File: config.mk
export PLATFORM = sky130hd
export DESIGN_NAME = tcpu_outq
export DESIGN_NICKNAME = d
export VERILOG_FILES = /design/src/hdl/tcpu_pkg.sv /design/src/hdl/tcpu_outq.sv
export SDC_FILE = /design/constraint.sdc
export NUM_CORES = 1
export LEC_CHECK = 0
export ABC_AREA = 1
export BUFFER_PORTS_ARGS = -buffer_cell sky130_fd_sc_hd__buf_2
export CAP_MARGIN = 15
export CORE_MARGIN = 4
export CORE_UTILIZATION = 30
export CTS_BUF_LIST = sky130_fd_sc_hd__clkbuf_4
export CTS_CLUSTER_DIAMETER = 80
export CTS_CLUSTER_SIZE = 20
export DETAILED_ROUTE_END_ITERATION = 8
export SKIP_LAST_GASP = 1
export SYNTH_ARGS = -nofsm -noshare
export SYNTH_HDL_FRONTEND = slang
export SYNTH_SLANG_ARGS = --single-unit
File: constraint.sdc
create_clock -name clk -period 2.19 [get_ports clk]
set_input_delay 0.1095 -clock clk [delete_from_list [all_inputs] [get_ports clk]]
set_output_delay 0.1095 -clock clk [all_outputs]
set_load 0.01 [all_outputs]
File: src/hdl/tcpu_pkg.sv
// Shared types, constants and helpers of the toy CPU decode and execute block.
package tcpu_pkg;

	localparam int DEF_DATA_WORDS = 256;
	localparam int DEF_REG_COUNT = 10;

	// Depth of the queue between decode and execute, and of the result queue.
	localparam int MQ_DEPTH = 2;
	localparam int OQ_DEPTH = 2;
	localparam int OQ_CW = $clog2(OQ_DEPTH + 1);

	localparam logic [31:0] HALT_PC = 32'd256;

	typedef enum logic [3:0] {
		K_NOP   = 4'd0,
		K_ADD   = 4'd1,
		K_CMP   = 4'd2,
		K_SUB   = 4'd3,
		K_JMP   = 4'd4,
		K_JMPT  = 4'd5,
		K_JMPF  = 4'd6,
		K_LOAD  = 4'd7,
		K_STORE = 4'd8
	} kind_t;

	typedef struct packed {
		kind_t       kind;
		logic [3:0]  ra;
		logic [3:0]  rb;
		logic [3:0]  rd;
		logic [7:0]  addr;
	} dec_t;

	typedef struct packed {
		logic [31:0] next_pc;
		logic        halted;
		logic        compare_flag;
	} res_t;

	typedef struct packed {
		logic [OQ_CW-1:0] count;
		logic             pop;
	} oq_stat_t;

	// Contents of the data store after reset.
	function automatic logic [31:0] dmem_init(input logic [7:0] addr);
		logic [31:0] v;
		v = 32'd0;
		if (addr == 8'd0)
			v = 32'd1;
		else if (addr == 8'd1)
			v = 32'd2;
		return v;
	endfunction

endpackage

File: src/hdl/tcpu_outq.sv
// Result queue that holds finished items until the consumer pops them.
module tcpu_outq import tcpu_pkg::*; (
	input  logic     clk,
	input  logic     arst_n,
	input  logic     res_push,
	input  res_t     res,
	input  logic     pop,
	output logic     empty,
	output res_t     head,
	output oq_stat_t stat
);

	localparam int OQ_AW = $clog2(OQ_DEPTH);

	res_t             ent_q [OQ_DEPTH];
	logic [OQ_AW-1:0] wptr_q;
	logic [OQ_AW-1:0] rptr_q;
	logic [OQ_CW-1:0] cnt_q;
	logic             rd;

	assign empty = (cnt_q == '0);
	assign head = ent_q[rptr_q];
	assign rd = pop && !empty;
	assign stat.count = cnt_q;
	assign stat.pop = rd;

	always_ff @(posedge clk) begin
		if (res_push)
			ent_q[wptr_q] <= res;
	end

	always_ff @(posedge clk or negedge arst_n) begin
		if (!arst_n) begin
			wptr_q <= '0;
			rptr_q <= '0;
			cnt_q  <= '0;
		end else begin
			if (res_push)
				wptr_q <= (wptr_q == OQ_AW'(OQ_DEPTH - 1)) ? '0 : wptr_q + 1'b1;
			if (rd)
				rptr_q <= (rptr_q == OQ_AW'(OQ_DEPTH - 1)) ? '0 : rptr_q + 1'b1;
			if (res_push && !rd)
				cnt_q <= cnt_q + 1'b1;
			else if (rd && !res_push)
				cnt_q <= cnt_q - 1'b1;
		end
	end

endmodule

* Word level (Yosys, flattened, before mapping) *
Memory sizes are Yosys's and may differ from the RTL's.
Cells that the tools add are included.

storage, ports and cells
  latch bits = 0
  memories = 1
  bits in writable memories = 68
  bits in registers = 4
  bits of input ports = 38
  bits in read-only memories = 0

memory list
  name   depth  width  read ports  clocked after Yosys merged registers in  wr ports  line             RTL
  ent_q  2      34     1           0                                        1         tcpu_outq.sv:15  res_t ent_q [OQ_DEPTH];

cells by class
  add/sub/neg operators = 4
  reduce and logical (&&, ||, !) cells = 8
  order comparisons = 0
  eq/ne operators = 0
  multiplexer cells = 6
  div/mod/pow operators = 0
  bitwise operators = 0
  $mul = 0
  shifts and indexed selects = 0

operators by type and width
  operator               count
  $mux W1                4
  $mux W2                2
  $logic_and A1 B1 Y1    3
  $logic_not A1 Y1       3
  $add A1 B1 Y1 const B  2
  $add A2 B1 Y2 const B  1
  $logic_not A2 Y1       1
  $reduce_bool A2 Y1     1
  $sub A2 B1 Y2 const B  1

* Depth between registers and ports, before layout *
Gate-level depths: netlist (run 1).

  word-level depth = 6
  mapped depth = 7
  depth with buffers taken out = 7

* Least setup slack after synthesis (run 1) *
OpenSTA, ideal clock, no wires.

  path type = register to register
  start point = register wptr_q
  end point = memory ent_q[0][0] (netlist bit) (enable)
  stages on the path, launching flop included = 2
  data required time = 1.764 ns
  data arrival time = 1.847 ns
  path slack = -0.083 ns
  buffers on the path = 0
  clock period less this slack = 2.273 ns
  setup time = 0.426 ns
  path through = dfrtp_1 -> nor2_1

RTL lines
  item                      line             RTL
  start: declaration        tcpu_outq.sv:16  logic [OQ_AW-1:0] wptr_q;
  start signal: assignment  tcpu_outq.sv:39  wptr_q <= (wptr_q == OQ_AW'(OQ_DEPTH - 1)) ? '0 : wptr_q + 1'b1;
  end: declaration          tcpu_outq.sv:15

No word-level cell before the write port.

==> results of run 1 <==
==> Yosys cell counts (all sizes together) <==
cell and count:
edfxtp 68, nand4 1, nand3 1, nor2 2, inv 8, xnor2 1
dfrtp 4, buf 8, nand2 110, xor2 1, ha 1, o21ai 1
==> state kept, by name (all words and copies together) (netlist names) <==
name	flops
wptr_q	1
cnt_q	2
rptr_q	1
ent_q	68
==> metal layers <==
layer | up-vias | part of all wire (%) | routed length [µm] | track usage (%)
met2 | 59 | 48 | 2650 | 17.8
met5 | - | 0 | 0 | 0
li1 | 925 | - | - | -
met3 | 7 | 6.7 | 369 | 4.53
met4 | 0 | 1.2 | 68 | 4.84
met1 | 818 | 44 | 2390 | 13.2
==> logic make-up (layout without fill, tap and decap cells) <==
group,count (synthesis),in the layout
flops,72,72
simple gates,114,114
xor+xnor,2,2
compound gates,1,1
fa+ha+maj,1,1
buf+inv,16,141
==> per-stage QoR <==
stage               power [mW]  cell area, µm²
finish                    4.31            3760
CTS                       4.41            3760
floorplan                 2.93            2770
global placement          3.40            3240
global route              4.65            3760
detailed placement        3.44            3240
==> timing repair <==
item	in CTS	in global routing
gates resized for setup	0	0
hold buffers	37	0
endpoints found under the hold margin	74	0
==> where the power goes <==
part	internal, mW	switching, mW	leakage (nW)
logic	0.546	0.918	0.879
clock network	0.480	0.424	0.0867
registers	1.83	0.114	0.686
total	2.86	1.46	1.65
==> layout make-up <==
class	count	area [µm²]	area share (%)
inverter	8	37.5	0.998
multi-input combinational	118	503	13.4
clock buffer	11	82.6	2.20
timing repair buffer	118	791	21.0
clock inverter	4	70.1	1.86
tap	108	135	3.59
sequential	72	2140	57.0
==> path summary, 6_finish.rpt <==
path | startpoint | endpoint | slack, ns | cells past startpoint
hold reg to reg | wptr_q | wptr_q | 0.55 | 1
max in group asynchronous | arst_n | wptr_q | 2.02 | 2
hold / removal | arst_n | cnt_q[0] | 0.04 | 2
min in group clk | res[6] | ent_q[1][6] | 0.42 | 2
setup reg to reg | wptr_q | ent_q[0][23] | 0.70 | 2
setup / recovery | rptr_q | head[28] | 0.63 | 4
==> critical path: stages, from the launching register on <==
cell and delay (ns):
dfrtp_1 0.48, buf_4 0.28, nand2_1 0.07, nand2_1 0.08, buf_2 0.13
==> results.md, run 1 <==
* LEAKAGE at 1.65 nW
* Mapped Cells at 206
* GRT Resource Usage Total at 11.1%
* Worst rel slew slack at 65.3%
* Final Util at 42.5%
* CP startpoint kind: register
* Peak VDD IR at 0.533 mV
* Post-route DRC at 0
* Post-CTS setup buffers at 0
* Cell taking the most area after synthesis: edfxtp_1
* Simple-Gate Fraction of Synth Area at 16.5%
* Initial Util at 31.2%
* Mapped Area at 0.00276 mm²
* Xor/xnor share of the synthesized area at 0.634%
* Crit. End Element: output pin
* Crit path arrival time at 1.45 ns
* Number of global-route vias before repair at 1,941
* Root Buffer: clkbuf_4
* GRT overflow at 0
* Final ANT Viol Nets at 0
* Yosys reg bits at 72
* Post-Layout Cell Count at 439
* Largest cells by area after synthesis: edfxtp_1, nand2_1, dfrtp_1
* DP Worst Slack at 0.655 ns
* Fin. max-slew vios at 0
* HP Class: primary input to asynchronous set/reset pin
* Initial antenna violation count at 0
* Worst EP required at 2.08 ns
* Worst setup margin at 0.630 ns
* Commonest non-fill, non-tap cell in the layout: nand2_1
* WS Path Type: register to output pin
* Achievable Freq at 641 MHz
* Depth of the CTS H-tree at 3
* Clk sinks at 72
* Share of layout cells above drive strength 1 at 33.2%
* Setup violators final at 0
* Final Hold Viols at 0
* Commonest cells after routing, fill and taps aside: nand2_1, buf_2, edfxtp_1
* Max-Cap Viols at 0
* Worst slew pin tran at 0.519 ns
* Register area share after synthesis at 77.5%
* TNS Setup at 0 ns
* Via count at 1,809
* Fin Clk Skew at 0.00994 ns
* # fillers at 850
* Yosys Warn Count at 0
* Num CTS Buffers at 9
* Post-synthesis mux area share at 0%
* Largest net degree at the start of global routing at 36
* Area share of fa/ha/maj cells after synthesis at 0.453%
* Unrepaired setup endpoints after global routing: no
* CTS tree: built
* Clock transition at path regs at 0.11 ns
* Final Hold Slack at 0.0373 ns
* Site Rows at 34
* Synth cell types at 17
* Drt first pass iters at 4
* Final worst path period share at 71.2%
* Post-synth top area share at 73.9%
* IO Pins at 76
* Maximum clock insertion buffer count at 2
* Period minus WS final at 1.56 ns
* Largest family of logic cells by synthesized area: simple AND/OR/NAND/NOR gates
* Layout Area Growth over Synthesis at 36.1%
* Die Area at 0.0108 mm²
* Die width at 104 µm
* I/O Buffers at 75
* Outcome: completed
* First-pass GRT wire length at 9420 µm
* Crit-path max FO at 19
* Starting DRT DRC Count at 51
* Post-DP HPWL at 3620 µm
* Die Y-Extent at 104 µm
* Synth Area in Compound Gates at 0.317%
* Fin nets at 366
* PD cells at 1150 mW/mm²
* Final wirelength at 5480 µm
* Drt wl/cell at 12.5 µm
* DP Cell Count at 387
* Skew-Pair Late Insertion Delay at 0.40 ns
* ANT cells at 0
* Core Box Area at 0.00885 mm²
* Drt via density at 4.12
* Synthesized Nets at 245
* Placer Congestion at 0.678
* Synth Area per Inst at 13.4 µm²
No activity file was read; power rests on OpenSTA's default activity.
==> run 2: changes to the inputs <==
Clock period 2.19 ns to 1.3 ns, I/O delays scaled along.
==> run 2 against run 1 <==
Compared with the run above:
- the flow now finishes with violations (negative setup slack)
- total power increased by 110%
- flip-flop and latch count unchanged
- sequential share of layout area down 5.6 points
- non-clock buffer count rose by 9
- critical path type unchanged
- critical endpoint is now head[30]
- largest cell class unchanged
==> results.md, run 2 (same netlist as run 1, synthesis figures left out) <==
* CP startpoint kind: register
* Crit-path slowest cell: dfrtp_2
* Final ANT Viol Nets at 0 (unchanged)
* GRT Resource Usage Total at 12.6% (+1.4 points)
* Die width at 104 µm (unchanged)
* Initial Util at 31.2% (unchanged)
* Crit-path max FO at 5 (-14)
* Final worst path period share at 115%
* Footprint of the multi-input gates at 583 µm² (+16%)
* DP Cell Count at 389 (+0.52%)
* Drt first pass iters at 4 (unchanged)
* Placer Congestion at 0.697 (+2.9%)
* # fillers at 808 (-4.9%)
* TNS Setup at -5.61 ns (-5.61 ns)
* Layout Area Growth over Synthesis at 51.2%
* HP Class: primary input to register
* Starting DRT DRC Count at 64 (+25%)
* WS Path Type: register to output pin
* Final Hold Slack at 0.139 ns (+0.102 ns)
* Drt via density at 4.20 (+1.9%)
* CTS tree: built
* Post-DP HPWL at 3560 µm (-1.8%)
* Crit path max-delay family: flip-flops
* Critical path, cell by cell: buf_12 -> inv_12 -> nand2_2 -> nand2_1 -> buf_2
* GRT overflow at 0 (unchanged)
* Register area at 0.00214 mm² (about the same)
* Final Util at 47.2% (+4.7 points)
* Via count at 1,903 (+5.2%)
* Post-DP Area at 0.00331 mm² (+2.2%)
* Fin. max-slew vios at 0 (unchanged)
* Biggest register: ent_q
* LEAKAGE at 1.80 nW (+9.2%)
* Num CTS Buffers at 9 (unchanged)
* Crit. End Element: output pin
* Largest net degree at the start of global routing at 19 (-47%)
* Number of global-route vias before repair at 1,973 (+1.6%)
* Crit path arrival time at 1.43 ns (-0.02 ns)
* Violated checks: negative setup slack
* Skew-Pair Late Insertion Delay at 0.41 ns (about the same)
* Drt wl/cell at 13.9 µm (+11%)
* PD cells at 2130 mW/mm² (+86%)
* ANT cells at 0 (unchanged)
* Initial antenna violation count at 0 (unchanged)
* Die Area at 0.0108 mm² (unchanged)
* Root Buffer: clkbuf_4
* Buf/Inv on CP at 3 (+1)
* Worst EP required at 1.24 ns (-0.84 ns)
* Clk sinks at 72 (unchanged)
* Total power draw at 8.91 mW (+110%)
* DP Worst Slack at 0.0967 ns (-0.558 ns)
* Fin nets at 379 (+3.6%)
* Commonest cells after routing, fill and taps aside: nand2_1, buf_2, edfxtp_1
* Period minus WS final at 1.49 ns
* Depth of the CTS H-tree at 3 (unchanged)
* Worst slew pin tran at 0.224 ns (-0.296 ns)
* Largest register FFs at 68 (unchanged)
* Worst setup margin at -0.190 ns (-0.820 ns)
* Post-Layout Cell Count at 453 (+3.2%)
* Finished Cell Area at 0.00418 mm² (+11%)
* Peak VDD IR at 0.795 mV (+49%)
* I/O Buffers at 75 (unchanged)
* Outcome: finished, violations left
* Clock transition at path regs at 0.12 ns (about the same)
* Setup violators final at 35 (+35)
* Unrepaired setup endpoints after global routing: yes
* Maximum clock insertion buffer count at 2 (unchanged)
* Achievable Freq at 671 MHz
* Max-Cap Viols at 0 (unchanged)
* Worst rel slew slack at 85.1% (+20 points)
* Core Box Area at 0.00885 mm² (unchanged)
* Commonest non-fill, non-tap cell in the layout: nand2_1
* Crit path largest cell delay at 0.51 ns (+0.03 ns)
* Site Rows at 34 (unchanged)
* R2R Setup Slk at 0.05 ns (-0.65 ns)
* Die Y-Extent at 104 µm (unchanged)
* First-pass GRT wire length at 10,400 µm (+10%)
* Post-route DRC at 0 (unchanged)
* IO Pins at 76 (unchanged)
* Share of layout cells above drive strength 1 at 42.6% (+9.4 points)
* Biggest regs: ent_q (68), cnt_q (2)
* Final wirelength at 6290 µm (+15%)
* Fin Clk Skew at 0.00970 ns (-0.000243 ns)
* Final Hold Viols at 0 (unchanged)
[run 2: cell types whose count changed in the layout (fill, tap and decap cells not counted), moves of 2 or more]
cell       delta
nand2_1      -19
buf_8         +2
nand2_4       +4
inv_1         -2
bufinv_16     +3
nand2_2      +15
buf_12        +5
buf_2         -6
buf_6         +9
[run 2: final cells by class]
| class | count | share of cell area (%) |
|---|---|---|
| Sequential cell | 72 | 51.3 |
| Inverter | 8 | 1.26 |
| Tap cell | 108 | 3.24 |
| Timing Repair inverter | 4 | 1.14 |
| Clock inverter | 6 | 3.71 |
| Clock buffer | 10 | 1.80 |
| Timing Repair Buffer | 127 | 23.6 |
| Multi-Input combinational cell | 118 | 14.0 |
[run 2: path summary, 6_finish.rpt]
kind	startpoint	to	cells after the start
setup / recovery	rptr_q	head[30]	5
hold / removal	pop	rptr_q	6
setup reg to reg	cnt_q[1]	cnt_q[1]	7
hold reg to reg	wptr_q	wptr_q	1
max in group asynchronous	arst_n	rptr_q	3
min in group asynchronous	arst_n	rptr_q	3
[run 2: layer usage]
metal | routed length, µm | up-vias | global-route usage (%)
met5 | 0 | - | 0
met4 | 70 | 0 | 4.27
met3 | 353 | 9 | 4.59
met2 | 3170 | 52 | 20.8
met1 | 2690 | 885 | 15.1
li1 | - | 957 | -
[run 2: worst register-to-register path: cells and delay by family, from the launching register on]
kind	cells	cell delay [ns]
buf+inv	2	0.19
flops	1	0.42
simple gates	3	0.18
compound gates	1	0.18
fa+ha+maj	1	0.19
[run 2: where the power goes]
part	internal (mW)	total, mW	switching [mW]
Clock	1.38	2.16	0.784
Combinational	1.49	3.45	1.96
Sequential	3.09	3.30	0.215
Total	5.96	8.91	2.96
[run 2: timing repair]
action,CTS,global route
setup endpoints to repair,35,37
endpoints found under the hold margin,73,0
hold buffers,37,0
gates resized for setup,20,25
buffers inserted,5,2
gates cloned,4,0
pin swaps,3,6
==> run 3: changes to the inputs <==
Settings changed: CORE_UTILIZATION 30 to 48, PLACE_DENSITY set to 0.77.
==> run 3 against run 2 <==
Compared with the run above:
- the flow still finishes with violations (negative setup slack)
- worst hold slack improved by 0.032 ns
- cell count decreased by 8.2%
- flip-flop and latch count unchanged
- via count decreased by 0.53%
- combinational power decreased by 15%
- register-to-register slack got worse by 0.04 ns
==> results.md, run 3 (same netlist as run 1, synthesis figures left out) <==
* Outcome: finished, violations left
* Violated checks: negative setup slack
* Initial antenna violation count at 0 (unchanged)
* Final Hold Viols at 0 (unchanged)
* Final Hold Slack at 0.171 ns (+0.0319 ns)
* Skew-Pair Late Insertion Delay at 0.40 ns (about the same)
* Biggest register: ent_q
* Worst R2R Path Depth at 5 (-2)
* Fin. max-slew vios at 0 (unchanged)
* I/O Buffers at 75 (unchanged)
* Die width at 83.9 µm (-19%)
* Fin Clk Skew at 0.00825 ns (-0.00145 ns)
* Unrepaired setup endpoints after global routing: yes
* Commonest cells after routing, fill and taps aside: nand2_1, buf_2, edfxtp_1
* Drt via density at 4.55 (+8.3%)
* Num CTS Buffers at 9 (unchanged)
* Via count at 1,893 (-0.53%)
* Worst setup margin at -0.129 ns (+0.0615 ns)
* DP Cell Count at 355 (-8.7%)
* Clk sinks at 72 (unchanged)
* Switching share of power at 34.6% (+1.4 points)
* RR Startpoint: cnt_q[0]
* R2R Path End: cnt_q[0]
* Setup crit start: rptr_q
* Drt first pass iters at 4 (unchanged)
* Starting DRT DRC Count at 52 (-19%)
* Drt wl/cell at 12.9 µm (-7.1%)
* Post-Layout Cell Count at 416 (-8.2%)
* Final Util at 70.1% (+23 points)
* Fin nets at 378 (-0.26%)
* Crit path arrival time at 1.36 ns (-0.07 ns)
* Clock transition at path regs at 0.10 ns (-0.02 ns)
* ANT cells at 0 (unchanged)
* Share of layout cells above drive strength 1 at 37.8% (-4.8 points)
* Commonest non-fill, non-tap cell in the layout: nand2_1
* Peak VDD IR at 1.26 mV (+58%)
* Layout Area Growth over Synthesis at 40.6%
* Critical Path Sink: head[8]
* Largest net degree at the start of global routing at 36 (+17)
* Crit-path max FO at 8 (+3)
* Site Rows at 27 (-21%)
* Int Power at 4.91 mW (-18%)
* Depth of the CTS H-tree at 3 (unchanged)
* Biggest regs: ent_q (68), cnt_q (2)
* Maximum clock insertion buffer count at 2 (unchanged)
* Worst slew pin tran at 0.212 ns (-0.0111 ns)
* Post-route DRC at 0 (unchanged)
* Root Buffer: clkbuf_4
* R2R Setup Slk at 0.01 ns (-0.04 ns)
* Achievable Freq at 700 MHz (+4.3%)
* CP startpoint kind: register
* Worst rel slew slack at 85.8% (+0.70 points)
* Placer Congestion at 0.748 (+7.3%)
* GRT Resource Usage Total at 16.1% (+3.6 points)
* Number of global-route vias before repair at 1,912 (-3.1%)
* Comb pwr share at 39.0% (+0.3 points)
* DP Worst Slack at 0.0862 ns (-0.0105 ns)
* Die Area at 0.00703 mm² (-35%)
* Worst EP required at 1.24 ns (about the same)
* Max-Cap Viols at 0 (unchanged)
* IO Pins at 76 (unchanged)
* PD cells at 1930 mW/mm² (-9.5%)
* First-pass GRT wire length at 8650 µm (-17%)
* GRT overflow at 0 (unchanged)
* Die Y-Extent at 83.9 µm (-19%)
* Core Box Area at 0.00554 mm² (-37%)
* Final wirelength at 5360 µm (-15%)
* Final ANT Viol Nets at 0 (unchanged)
* CTS tree: built
* Crit. End Element: output pin
* HP Class: primary input to register
* WS Path Type: register to output pin
* LEAKAGE at 1.70 nW (-5.6%)
* Post-DP HPWL at 3230 µm (-9.3%)
* Initial Util at 49.9% (+19 points)
* Period minus WS final at 1.43 ns (-0.0615 ns)
* Largest register FFs at 68 (unchanged)
* Switching pwr at 2.59 mW (-12%)
* Setup violators final at 35 (unchanged)
* Hold depth at 6 (unchanged)
* Final worst path period share at 110% (-4.7 points)
* Portion of total power attributed to the clock network at 17.3% (-7.0 points)
* Sequential share of power at 43.8% (+6.8 points)
==> run 3: cell count changes in the layout (fill, tap and decap cells not counted), moves of 3 or more <==
cell	previous run	this run
nand2_1	81	98
bufinv_16	5	1
nand2_2	25	12
buf_2	69	74
nand2_4	4	0
buf_4	5	10
buf_6	9	6
==> run 3: worst min-delay path by stage <==
stage | from | to | slack (ns)
5_1_grt | pop | rptr_q | 0.14
2_1_floorplan | arst_n | cnt_q[0] | -0.23
3_3_place_gp | arst_n | cnt_q[0] | -0.12
4_1_cts | pop | rptr_q | 0.03
3_5_place_dp | arst_n | cnt_q[0] | -0.12
6_report | pop | rptr_q | 0.17
==> run 3: area by class of cell <==
cell class | instances | area [µm²]
inverter | 8 | 48.8
clock buffer | 9 | 67.6
timing repair buffer | 130 | 943
tap | 72 | 90.1
sequential | 72 | 2140
multi-input combinational | 118 | 528
fill | 396 | 1660
clock inverter | 7 | 62.6
==> run 3: worst max-delay path: stages, from the launching register on <==
cell and delay, ns:
dfrtp_2 0.49, buf_4 0.20, nand2_1 0.06, nand2_1 0.08, buf_2 0.14
==> run 3: through the flow <==
step | cell area (µm²) | setup TNS [ns] | power (mW)
4_1_cts | 3810 | -4.83 | 7.38
5_1_grt | 3880 | -7.51 | 8.00
6_report | 3880 | -3.54 | 7.50
2_1_floorplan | 2780 | -3.13 | 4.96
3_3_place_gp | 3270 | 0 | 5.85
3_5_place_dp | 3270 | 0 | 5.91
==> run 3: routing by layer <==
| metal | routed length [µm] | track usage (%) | share of wire, % | vias to the layer above |
|---|---|---|---|---|
| met3 | 353 | 5.53 | 6.6 | 8 |
| met4 | 74 | 7.31 | 1.4 | 0 |
| met5 | 0 | 0 | 0 | - |
| met1 | 2040 | 16.8 | 38 | 868 |
| li1 | - | - | - | 957 |
| met2 | 2890 | 29.1 | 54 | 60 |
==> run 3: power groups by stage <==
stage	registers, mW	clock network (mW)	logic (mW)
after global routing	3.32	1.46	3.22
after global placement	3.30	0	2.55
after floorplan	3.30	0	1.65
final	3.28	1.30	2.92
after CTS	3.27	1.34	2.77
after detailed placement	3.32	0	2.59
==> run 3: timing repair <==
action                     4_1_cts  5_1_grt
hold endpoints to repair        73        0
pin swaps                        1        4
hold buffers                    37        0
gates resized for setup          4       11
setup endpoints to repair       35       37
setup buffers                    3        5
