===== config.mk =====
export PLATFORM = sky130hd
export DESIGN_NAME = tcpu_front
export DESIGN_NICKNAME = d
export VERILOG_FILES = /design/src/hdl/tcpu_pkg.sv /design/src/hdl/tcpu_front.sv
export SDC_FILE = /design/constraint.sdc
export NUM_CORES = 1
export LEC_CHECK = 0
export BUFFER_PORTS_ARGS = -buffer_cell sky130_fd_sc_hd__buf_4
export CORE_MARGIN = 1
export CORE_UTILIZATION = 55
export DETAILED_ROUTE_END_ITERATION = 10
export PLACE_DENSITY = 0.83
export SLEW_MARGIN = 5
export SYNTH_ARGS = -nofsm -noshare
export SYNTH_HDL_FRONTEND = slang
export SYNTH_SLANG_ARGS = --single-unit
export TNS_END_PERCENT = 20

===== constraint.sdc =====
create_clock -name clk -period 3.07 [get_ports clk]
set_input_delay 0.7675 -clock clk [delete_from_list [all_inputs] [get_ports clk]]
set_output_delay 0.7675 -clock clk [all_outputs]
set_load 0.005 [all_outputs]

===== src/hdl/tcpu_pkg.sv =====
// Shared types, constants and helpers of the toy CPU decode and execute block.
package tcpu_pkg;

	localparam int DEF_DATA_WORDS = 256;
	localparam int DEF_REG_COUNT = 10;

	// Depth of the queue between decode and execute, and of the result queue.
	localparam int MQ_DEPTH = 2;
	localparam int OQ_DEPTH = 2;
	localparam int OQ_CW = $clog2(OQ_DEPTH + 1);

	localparam logic [31:0] HALT_PC = 32'd256;

	typedef enum logic [3:0] {
		K_NOP   = 4'd0,
		K_ADD   = 4'd1,
		K_CMP   = 4'd2,
		K_SUB   = 4'd3,
		K_JMP   = 4'd4,
		K_JMPT  = 4'd5,
		K_JMPF  = 4'd6,
		K_LOAD  = 4'd7,
		K_STORE = 4'd8
	} kind_t;

	typedef struct packed {
		kind_t       kind;
		logic [3:0]  ra;
		logic [3:0]  rb;
		logic [3:0]  rd;
		logic [7:0]  addr;
	} dec_t;

	typedef struct packed {
		logic [31:0] next_pc;
		logic        halted;
		logic        compare_flag;
	} res_t;

	typedef struct packed {
		logic [OQ_CW-1:0] count;
		logic             pop;
	} oq_stat_t;

	// Contents of the data store after reset.
	function automatic logic [31:0] dmem_init(input logic [7:0] addr);
		logic [31:0] v;
		v = 32'd0;
		if (addr == 8'd0)
			v = 32'd1;
		else if (addr == 8'd1)
			v = 32'd2;
		return v;
	endfunction

endpackage


===== src/hdl/tcpu_front.sv =====
// Front end: accepts instruction items, classifies them and queues them for execute.
module tcpu_front import tcpu_pkg::*; (
	input  logic        clk,
	input  logic        arst_n,
	input  logic        push,
	output logic        full,
	input  logic [17:0] instruction_word,
	output logic        head_valid,
	output dec_t        head,
	input  logic        head_pop
);

	localparam int MQ_AW = $clog2(MQ_DEPTH);
	localparam int MQ_CW = $clog2(MQ_DEPTH + 1);

	localparam logic [5:0] OP_ADD   = 6'd1;
	localparam logic [5:0] OP_CMP   = 6'd2;
	localparam logic [5:0] OP_SUB   = 6'd3;
	localparam logic [5:0] OP_JMP   = 6'd4;
	localparam logic [5:0] OP_JMPT  = 6'd5;
	localparam logic [5:0] OP_JMPF  = 6'd6;
	localparam logic [5:0] OP_LOAD  = 6'd8;
	localparam logic [5:0] OP_STORE = 6'd9;

	dec_t             ent_q [MQ_DEPTH];
	logic [MQ_AW-1:0] wptr_q;
	logic [MQ_AW-1:0] rptr_q;
	logic [MQ_CW-1:0] cnt_q;
	dec_t             dec;
	logic             wr;
	logic             rd;

	always_comb begin
		dec.ra   = instruction_word[11:8];
		dec.rb   = instruction_word[7:4];
		dec.rd   = instruction_word[3:0];
		dec.addr = instruction_word[7:0];
		case (instruction_word[17:12])
			OP_ADD:   dec.kind = K_ADD;
			OP_CMP:   dec.kind = K_CMP;
			OP_SUB:   dec.kind = K_SUB;
			OP_JMP:   dec.kind = K_JMP;
			OP_JMPT:  dec.kind = K_JMPT;
			OP_JMPF:  dec.kind = K_JMPF;
			OP_LOAD:  dec.kind = K_LOAD;
			OP_STORE: dec.kind = K_STORE;
			default:  dec.kind = K_NOP;
		endcase
		// A load writes the register named in the upper nibble.
		if (dec.kind == K_LOAD)
			dec.rd = instruction_word[11:8];
	end

	assign full = (cnt_q == MQ_CW'(MQ_DEPTH));
	assign head_valid = (cnt_q != '0);
	assign head = ent_q[rptr_q];
	assign wr = push && !full;
	assign rd = head_pop && head_valid;

	always_ff @(posedge clk) begin
		if (wr)
			ent_q[wptr_q] <= dec;
	end

	always_ff @(posedge clk or negedge arst_n) begin
		if (!arst_n) begin
			wptr_q <= '0;
			rptr_q <= '0;
			cnt_q  <= '0;
		end else begin
			if (wr)
				wptr_q <= (wptr_q == MQ_AW'(MQ_DEPTH - 1)) ? '0 : wptr_q + 1'b1;
			if (rd)
				rptr_q <= (rptr_q == MQ_AW'(MQ_DEPTH - 1)) ? '0 : rptr_q + 1'b1;
			if (wr && !rd)
				cnt_q <= cnt_q + 1'b1;
			else if (rd && !wr)
				cnt_q <= cnt_q - 1'b1;
		end
	end

endmodule


---- Word level (Yosys, flattened, before mapping) ----
Memory sizes are Yosys's and may differ from the RTL's.
Cells that the tools add are included.
word-level totals
  bits in registers ....................... 4
  memory bits (writable) .................. 48
  bits in read-only memories .............. 64
  bits of input ports ..................... 22
  output and inout bits ................... 26
  logic and storage cells ................. 29
  memories ................................ 2
cells by class
  add/sub/neg operators ................... 4
  equality and inequality tests ........... 2
  muxes and demuxes ....................... 8
  reduce and logical (&&, ||, !) cells .... 10
memories
  memory            depth  bits a word  read ports  clocked after memory_dff  write ports  line              source
  (name not given)  16     4            1           0                         0            tcpu_front.sv:38  case (instruction_word[17:12])
  ent_q             2      24           1           0                         1            tcpu_front.sv:25  dec_t ent_q [MQ_DEPTH];
operators with widths
  kind                                                  count
  two-way mux 4 bit                                     2
  equality test 4 x 3 -> 1 bit (second input constant)  1
  logical AND 1 bit                                     4
  two-way mux 1 bit                                     4
  two-way mux 2 bit                                     2
  nonzero test 2 bit                                    2
  logical NOT 1 bit                                     3
  adder 1 bit (second input constant)                   2
  adder 2 x 1 -> 2 bit (second input constant)          1
  equality test 2 bit (second input constant)           1
  logical NOT 2 bit                                     1
  subtractor 2 x 1 -> 2 bit (second input constant)     1

---- Depth between registers and ports, before layout ----
Gate-level depths: netlist of run 1.
  depth in word-level cells ............... 7
  mapped depth ............................ 7
  gate-level depth less buffers ........... 7

---- Worst setup path before layout of run 1 ----
No wires, ideal clock.
  kind .................................... input port to flip-flop
  start point ............................. input push
  end point ............................... memory ent_q[0][0] in the netlist's numbering (enable)
  setup time .............................. 397 ps
  data arrival time ....................... 1715 ps
  required time ........................... 2673 ps
  slack ................................... 958 ps
  stages on the path ...................... 2
  buffers on the path ..................... 0
  cells stage by stage .................... nand2_1 > nor2_1
between the ends
  longest elaborated chain between the ends .. 3
RTL lines
  item                                     line              source
  from (decl)                              tcpu_front.sv:5   input logic push,
  logical AND 1 bit                        tcpu_front.sv:57  assign wr = push && !full;
  two-way mux 1 bit                        tcpu_front.sv:61  if (wr)
  two-way mux 1 bit (implied by the code)  tcpu_front.sv:62  ent_q[wptr_q] <= dec;
  to (decl)                                tcpu_front.sv:25
Every way passes these cells.

==> impl_metrics.toml, run 1 <==
[run_status]
status = "finished clean"

[worst_setup_path]
reg2reg_slack_ns = 1.34
crit_buf_inv = 1
max_stage_delay_ns = 0.94
crit_family = "flip-flops"
r2r_cells = 2
cp.required_ns = 2.30
slowest_stage = "dfrtp_1"
r2r-start = "cnt_q[0]$_DFFE_PN0P_"
crit_path_max_fanout = 21
start_kind = "register"
crit_arrival_ns = 1.85
end_kind = "primary output"
cp.depth = 2
path_cells = "mux2_1 > buf_4"
crit_start = "rptr_q$_DFFE_PN0P_"
critPathKind = "reg -> out"

[cts]
cts-root-buf = "clkbuf_4"
cts_hold_buf = 0
cts_resized = 0
cts_tree = "done"
cts_inserted_buffers = 5
insertion_delay_ns = 0.35
htree_levels = 2
post-cts-setup-buffer-count = 0
clock_path_buffers = 2
clkTransAtPathRegs_ns = 0.13
clock-sinks = 44

[routing]
via_count = 1011
initialDrtViolationCount = 23
drt_wl_total_mm = 2.89
viasPerCell = 5.13
wl_per_cell_um = 14.7
dr.pass1.iters = 4
ant_nets = 0
post-route-drc-count = 0

[die]
fp-row-count = 20
initial_core_util = 0.590
die_w_um = 59.7
pin_count = 48
core-area_sq_um = 3100
die-area_sq_um = 3560
die_h_um = 59.7

[logic_synthesis]
synth_xor_area_frac = 0.0239
async_reset_ff_frac = 0.0909
netlist_area_sq_um = 1830
synthAdderAreaFrac = 0.00684
synth_simple_gate_area_share = 0.0574
synthMuxAreaShare = 0.156
ys_warn_count = 0
synth_edf_count = 40
netlist_instances = 103
avgSynthCellArea_sq_um = 17.8
synth_cell_types = 22
synth_compound_area_frac = 0.0191
synth_top_family_by_area = "multiplexers"
synth_nets = 126
seq_area_frac_synth = 0.711
ys_ff_latch = 44
ys.flop_type = "edfxtp_1"

[timing]
whs_ns = 0.182
finClkSkew_ns = 0.0114
slew_violations = 0
layout_min_cycle_time_ns = 2.62
worst_slack_ns = 0.454
slew_headroom = 0.387
fin_crit_sh = 0.852
setup_violations = 0
worstMarginPinSlew_ns = 0.919
max_freq_mhz = 382
final-hold-violation-count = 0
finalSetupTns_ns = 0
rsz0062_at_grt = "false"

[layout]
final_net_count = 175
nFillCells = 217
drive_gt1_frac = 0.405
diodes = 0
area_growth_pct = 24.7

[placed_design]
gp_congestion = 0.691
dp_slack_ns = 0.828
dp_hpwl_mm = 2.09
io_buffers = 47

[global_routing]
overflow = 0
grt_pass1_vias = 1019
grt_pass1_wl_mm = 4.44
grt_max_degree = 22
grt_antenna_before_repair = 0
grt_usage = 0.182

[power_and_ir_drop]
p_switching_mw = 0.514
comb_power_share = 0.318
ir_drop_mv = 0.534
intPower_mw = 1.34
p_clk_frac = 0.183
swShare = 0.278
pwr-share-seq = 0.498
p_leak_nw = 0.916
cellPowerDensity_nw_per_um2 = 811

[min_path]
hp-class = "in -> async"

[flow_run]
cap_viol_max_count = 0
## metal layers
metal / global-route usage / vias up / routed length [um]
met5: 0 / - / 0
met4: 0.0897 / 0 / 61
met3: 0.0606 / 6 / 133
met2: 0.321 / 36 / 1530
met1: 0.194 / 490 / 1160
li1: - / 479 / -
## per-stage QoR
step           cells  utilization  total power, mW  area (sq um)
2_1_floorplan    103            -             1.24          1830
3_3_place_gp     189        0.712             1.51          2210
3_5_place_dp     189        0.712             1.54          2210
4_1_cts          197        0.736             1.88          2280
5_1_grt          197        0.736             1.96          2280
6_report         197        0.736             1.85          2280
## cell usage in the layout, fill, tap and decap left out, drive strengths merged, types with 2 or more instances in the layout
| cell type | instances |
|---|---|
| a21oi | 4 |
| buf | 48 |
| clkbuf | 5 |
| clkinv | 2 |
| dfrtp | 4 |
| edfxtp | 40 |
| inv | 2 |
| mux2 | 24 |
| nand2 | 3 |
| nand2b | 3 |
| nor2 | 4 |
| o21a | 2 |
| xnor2 | 3 |
| xor2 | 2 |
## sequential cells by signal, indices dropped and copies added, names as in the netlist
name    flops
cnt_q       2
rptr_q      1
ent_q      40
wptr_q      1
## worst reg2reg max path, delay by kind of cell, from the launching register on
family | cells | cell delay (ns)
flip-flops | 1 | 0.42
AND/OR/NAND/NOR | 2 | 0.94
## worst paths after layout
path | endpoint
setup / recovery | head[19]
hold / removal | cnt_q[1]$_DFFE_PN0P_
setup reg to reg | ent_q[1][20]$_DFFE_PP_
hold reg to reg | cnt_q[1]$_DFFE_PN0P_
max in group asynchronous | cnt_q[0]$_DFFE_PN0P_
min in group clk | cnt_q[1]$_DFFE_PN0P_
## kinds of logic after synthesis
family,Yosys count
xor gates and xnor gates,5
adders and majority gates,1
DFF,44
buffers and inverters,8
muxes,24
and+or+nand+nor,15
AOI/OAI and AO/OA,6
## power by group through the flow
stage	clock [mW]	combinational [mW]	sequential [mW]
floorplan	0	0.365	0.873
global placement	0	0.581	0.928
detailed placement	0	0.598	0.941
CTS	0.348	0.602	0.927
global route	0.376	0.643	0.943
finish	0.339	0.590	0.923
## cells in the mapped netlist (3+ instances only)
cell type	n	area [sq um]
edfxtp_1	40	1200
buf_4	4	30.0
mux2_1	20	225
a21oi_1	4	20.0
nor2_1	3	11.3
nand2b_1	3	18.8
xnor2_1	3	26.3
mux2_4	4	60.1
dfrtp_1	4	100
## final cells by class
type                            count  area, sq um  share of cell area
Multi-Input combinational cell     51          484               0.212
Clock buffer                        5         37.5              0.0164
Tap cell                           44         55.1              0.0241
Clock inverter                      3         37.5              0.0164
Timing Repair Buffer               48          360               0.158
Sequential cell                    44         1300               0.570
Inverter                            2         7.51             0.00329
Note: power is estimated with default switching activity, not from simulation.
==> run 2, diff against run 1 <==
--- a/config.mk
+++ b/config.mk
@@ -10,2 +10,3 @@
 export CORE_UTILIZATION = 55
+export CTS_BUF_LIST = sky130_fd_sc_hd__clkbuf_16
 export DETAILED_ROUTE_END_ITERATION = 10
--- a/constraint.sdc
+++ b/constraint.sdc
@@ -3,2 +3,2 @@
 set_output_delay 0.7675 -clock clk [all_outputs]
-set_load 0.005 [all_outputs]
+set_load 0.01 [all_outputs]
==> run 2 against run 1 <==
  * Register-to-register slack improved by 0.02 ns
  * Count of clock-buffer cells in the layout unchanged
  * Setup slack improved by 0.076 ns
  * Final area increased by 2.8%
  * Core utilization increased by 2.1 points
  * Critical path type unchanged
  * Largest power group unchanged
==> impl_metrics.toml, run 2 (synthesis gave the netlist of run 1 again) <==
[run_status]
status = "finished clean"

[power_and_ir_drop]
cellPowerDensity_nw_per_um2 = 883
comb_power_share = 0.320
p_switching_mw = 0.598
pwr-share-seq = 0.446
ir_drop_mv = 0.485
p_clk_frac = 0.234
swShare = 0.289
p_leak_nw = 0.946
intPower_mw = 1.47

[global_routing]
globalRouteMet2Util = 0.335
grt_max_degree = 22
use_met3 = 0.0693
grt_pass1_vias = 1006
grt_antenna_before_repair = 0
busiest_layer = "met2"
grt_usage = 0.191
grt_pass1_wl_mm = 4.58
overflow = 0
grt_util_met1 = 0.198

[placed_design]
dp_slack_ns = 0.807
place_inst = 189
dp_hpwl_mm = 2.06
gp_congestion = 0.693
io_buffers = 47

[timing]
setup_violations = 0
final-hold-violation-count = 0
worst_slack_ns = 0.531
max_freq_mhz = 394
slew_headroom = 0.393
rsz0062_at_grt = "false"
worstMarginPinSlew_ns = 0.911
fin_crit_sh = 0.827
slew_violations = 0
layout_min_cycle_time_ns = 2.54
finClkSkew_ns = 0.000883
finalSetupTns_ns = 0

[worst_setup_path]
r2r-start = "cnt_q[0]$_DFFE_PN0P_"
cp.required_ns = 2.30
end_kind = "primary output"
crit_arrival_ns = 1.77
critPathKind = "reg -> out"
start_kind = "register"
crit_path_max_fanout = 21
crit_start = "rptr_q$_DFFE_PN0P_"

[layout]
nFillCells = 207
layout_common_cells = "buf_4 (48), edfxtp_1 (40), mux2_1 (20)"
post-route-util = 0.756
area_growth_pct = 28.2
largestRegisters = "ent_q: 40 flops, cnt_q: 2 flops"
fin_cells = 197
largest_register = "ent_q"
diodes = 0
drive_gt1_frac = 0.412
layout_commonest_cell = "buf_4"
final_net_count = 175
largest_reg_flops = 40

[die]
die_w_um = 59.7
pin_count = 48
initial_core_util = 0.590
core-area_sq_um = 3100
fp-row-count = 20
die_h_um = 59.7
die-area_sq_um = 3560

[cts]
clock_path_buffers = 2
cts_hold_buf = 0
insertion_delay_ns = 0.27
clock-sinks = 44
clkTransAtPathRegs_ns = 0.06
cts-root-buf = "clkbuf_16"
cts_resized = 0
cts_inserted_buffers = 5
cts_tree = "done"
htree_levels = 2
post-cts-setup-buffer-count = 0

[routing]
viasPerCell = 5.05
initialDrtViolationCount = 22
drt_wl_total_mm = 2.97
dr.pass1.iters = 4
via_count = 995
ant_nets = 0
post-route-drc-count = 0
wl_per_cell_um = 15.1

[flow_run]
cap_viol_max_count = 0

[min_path]
hp-class = "in -> async"
[run 2: cell types whose count changed in the layout (fill, tap and decap cells not counted), sizes merged]
cell / before / now
clkinv: 2 / 3
bufinv: 1 / 0
[run 2: worst paths after layout]
check	end	depth (start not counted)	slack, ns
max	head[5]	2	0.53
min	wptr_q$_DFFE_PN0P_	1	0.27
max reg2reg	ent_q[1][8]$_DFFE_PP_	2	1.36
min reg2reg	cnt_q[1]$_DFFE_PN0P_	1	0.51
max in group asynchronous	rptr_q$_DFFE_PN0P_	1	2.70
min in group clk	cnt_q[1]$_DFFE_PN0P_	1	0.51
[run 2: power groups by stage]
stage	Clock, mW	Sequential, mW	Combinational, mW
floorplan	0	0.873	0.428
global placement	0	0.928	0.645
detailed placement	0	0.940	0.663
CTS	0.499	0.929	0.677
global route	0.524	0.944	0.713
finish	0.486	0.924	0.663
[run 2: critical path, cell delays in order (launching register included)]
cell     delay, ns
dfrtp_1       0.92
mux2_1        0.41
buf_4         0.16
[run 2: final cells by class]
type | count | area (sq um) | share of cell area
Tap cell | 44 | 55.1 | 0.0235
Inverter | 2 | 7.51 | 0.00320
Multi-Input combinational cell | 51 | 484 | 0.206
Sequential cell | 44 | 1300 | 0.554
Clock buffer | 5 | 125 | 0.0533
Timing Repair Buffer | 48 | 360 | 0.154
Clock inverter | 3 | 13.8 | 0.00586
[run 2: metrics by stage]
| stage | hold WS [ns] | cell area (sq um) | power (mW) |
|---|---|---|---|
| finish | 0.275 | 2350 | 2.07 |
| global route | 0.270 | 2350 | 2.18 |
| CTS | 0.269 | 2350 | 2.10 |
| detailed placement | 0.492 | 2210 | 1.60 |
| global placement | 0.471 | 2210 | 1.57 |
| floorplan | 0.456 | 1830 | 1.30 |
[run 2: per-layer routing]
| layer | up-vias | wire length [um] | part of all wire |
|---|---|---|---|
| li1 | 478 | - | - |
| met1 | 477 | 1130 | 0.38 |
| met2 | 38 | 1620 | 0.55 |
| met3 | 2 | 178 | 0.060 |
| met4 | 0 | 44 | 0.015 |
| met5 | - | 0 | 0 |
==> run 3, diff against run 2 <==
ABC_AREA = 1   (was unset)
CORE_UTILIZATION = 47   (was 55)
PLACE_DENSITY = 0.75   (was 0.83)
clock period = 2.06 ns   (was 3.07 ns; I/O delays follow)
==> run 3 against run 2 <==
  * Die area increased by 18%
  * Wire length increased by 3.6%
  * Count of clock-buffer cells in the layout unchanged
  * Sequential share of layout area decreased by 2.0 points
  * Core utilization decreased by 10 points
  * Clock skew increased by 0.0041 ns
  * Combinational power increased by 92%
  * Setup slack got worse by 0.32 ns
  * Flip-flop and latch count unchanged
  * Highest routed layer unchanged
  * Largest power group unchanged
  * Final area increased by 3.8%
  * Global-route usage decreased by 2.4 points
  * Critical path type unchanged
==> impl_metrics.toml, run 3 <==
[logic_synthesis]
seq_area_frac_synth = 0.700
synth_edf_count = 40
ys.flop_type = "edfxtp_1"
yosys.area.top_type = "edfxtp_1"
async_reset_ff_frac = 0.0909
ys_top_cells_by_count = "nand2_1 (82), edfxtp_1 (40), nor2_1 (9), inv_1 (7), nand3_1 (5)"
synth_cell_types = 18
netlist_instances = 173
synth_nets = 196
yosysMostFrequentCell = "nand2_1"
synth_top_cell_area_share = 0.646
ys_ff_latch = 44
netlist_area_sq_um = 1860
ys_warn_count = 0
yosys-top-cells-area = "edfxtp_1 (65%), nand2_1 (17%), dfrtp_1 (5.4%), nor2_1 (1.8%), buf_4 (1.6%)"
avgSynthCellArea_sq_um = 10.7

[cts]
cts-root-buf = "clkbuf_16"
clock_path_buffers = 2
post-cts-setup-buffer-count = 0
clock-sinks = 44
cts_tree = "done"
cts_resized = 0
htree_levels = 2
cts_inserted_buffers = 5
clkTransAtPathRegs_ns = 0.05
cts_hold_buf = 0
insertion_delay_ns = 0.29

[worst_setup_path]
crit_family = "buffers and inverters"
path_cells = "inv_1 > buf_12 > nand2_1 > nand2_1 > buf_4"
max_stage_delay_ns = 0.37
crit_buf_inv = 3
crit_top_cell = "nand2_1"
crit_arrival_ns = 1.33
critPathKind = "reg -> out"
cp.required_ns = 1.54
crit_path_max_fanout = 14
start_kind = "register"
end_kind = "primary output"
slowest_stage = "dfrtp_1"

[layout]
nFillCells = 277
multi_input_area_sq_um = 477
area_growth_pct = 31.1
regArea_sq_um = 1300
layout_commonest_cell = "nand2_1"
largest_reg_flops = 40
largestRegisters = "ent_q: 40 flops, cnt_q: 2 flops"
diodes = 0
final_net_count = 246
largest_register = "ent_q"
drive_gt1_frac = 0.299
layout_common_cells = "nand2_1 (82), buf_4 (50), edfxtp_1 (40)"

[timing]
setup_violations = 0
worstMarginPinSlew_ns = 0.299
final-hold-violation-count = 0
slew_headroom = 0.800
max_freq_mhz = 541
fin_crit_sh = 0.897
finClkSkew_ns = 0.00496
slew_violations = 0
finalSetupTns_ns = 0
layout_min_cycle_time_ns = 1.85
rsz0062_at_grt = "false"

[placed_design]
dp_hpwl_mm = 2.09
io_buffers = 47
gp_congestion = 0.761

[global_routing]
grt_usage = 0.167
grt_antenna_before_repair = 0
overflow = 0
grt_pass1_vias = 1143
grt_max_degree = 22
grt_pass1_wl_mm = 4.98

[die]
die_w_um = 64.9
fp-row-count = 22
core-area_sq_um = 3720
die-area_sq_um = 4210
initial_core_util = 0.500
pin_count = 48
die_h_um = 64.9

[routing]
drt_wl_total_mm = 3.08
dr.pass1.iters = 4
viasPerCell = 4.63
via_count = 1259
post-route-drc-count = 0
ant_nets = 0
wl_per_cell_um = 11.3
initialDrtViolationCount = 36

[power_and_ir_drop]
ir_drop_mv = 0.843
power_mw = 3.43
p_leak_nw = 1.12
cellPowerDensity_nw_per_um2 = 1410

[run_status]
status = "finished clean"

[flow_run]
cap_viol_max_count = 0

[min_path]
hp-class = "in -> async"
## run 3: final timing paths
path,slack (ns),start,cells after the start,to
setup / recovery,0.21,rptr_q$_DFFE_PN0P_,5,head[5]
hold / removal,0.02,arst_n,1,rptr_q$_DFFE_PN0P_
setup reg to reg,0.47,cnt_q[0]$_DFFE_PN0P_,6,cnt_q[1]$_DFFE_PN0P_
hold reg to reg,0.53,cnt_q[0]$_DFFE_PN0P_,1,cnt_q[0]$_DFFE_PN0P_
max in group asynchronous,1.94,arst_n,1,cnt_q[0]$_DFFE_PN0P_
min in group clk,0.41,instruction_word[5],1,ent_q[1][13]$_DFFE_PP_
## run 3: where the power goes
| part | internal (mW) | switching (mW) |
|---|---|---|
| clock | 0.563 | 0.299 |
| combinational | 0.567 | 0.706 |
| sequential | 1.23 | 0.0625 |
| total | 2.36 | 1.07 |
## run 3: final cells by class
class / instances / share of cell area
Timing Repair Buffer: 51 / 0.162
Tap cell: 48 / 0.0246
Inverter: 11 / 0.0169
Multi-Input combinational cell: 110 / 0.196
Clock inverter: 3 / 0.0154
Sequential cell: 44 / 0.534
Clock buffer: 5 / 0.0513
## run 3: per-layer routing
layer  GRT usage  wire length [um]  vias to the layer above
met5           0                 0                        -
met4      0.0806                27                        0
met3      0.0563               164                        3
met2       0.301              1650                       32
met1       0.170              1240                      565
li1            -                 -                      659
## run 3: per-stage QoR
stage	instance area [sq um]	util	instances	hold WS [ns]	setup slack, ns
4_1_cts	2440	0.656	272	0.0154	0.191
2_1_floorplan	1860	-	173	0.219	0.167
3_5_place_dp	2270	0.612	264	0.315	0.380
6_report	2440	0.656	272	0.0181	0.212
5_1_grt	2440	0.656	272	0.0126	0.109
3_3_place_gp	2270	0.612	264	0.315	0.409
## run 3: cell families (layout without fill, tap and decap cells)
logic type / count (synthesis) / after routing / synth area share
adders and majority gates: 1 / 1 / 0.00673
DFF: 44 / 44 / 0.700
AOI/OAI and AO/OA: 5 / 5 / 0.0135
and+or+nand+nor: 101 / 101 / 0.219
xor gates and xnor gates: 3 / 3 / 0.0141
buffers and inverters: 19 / 70 / 0.0464
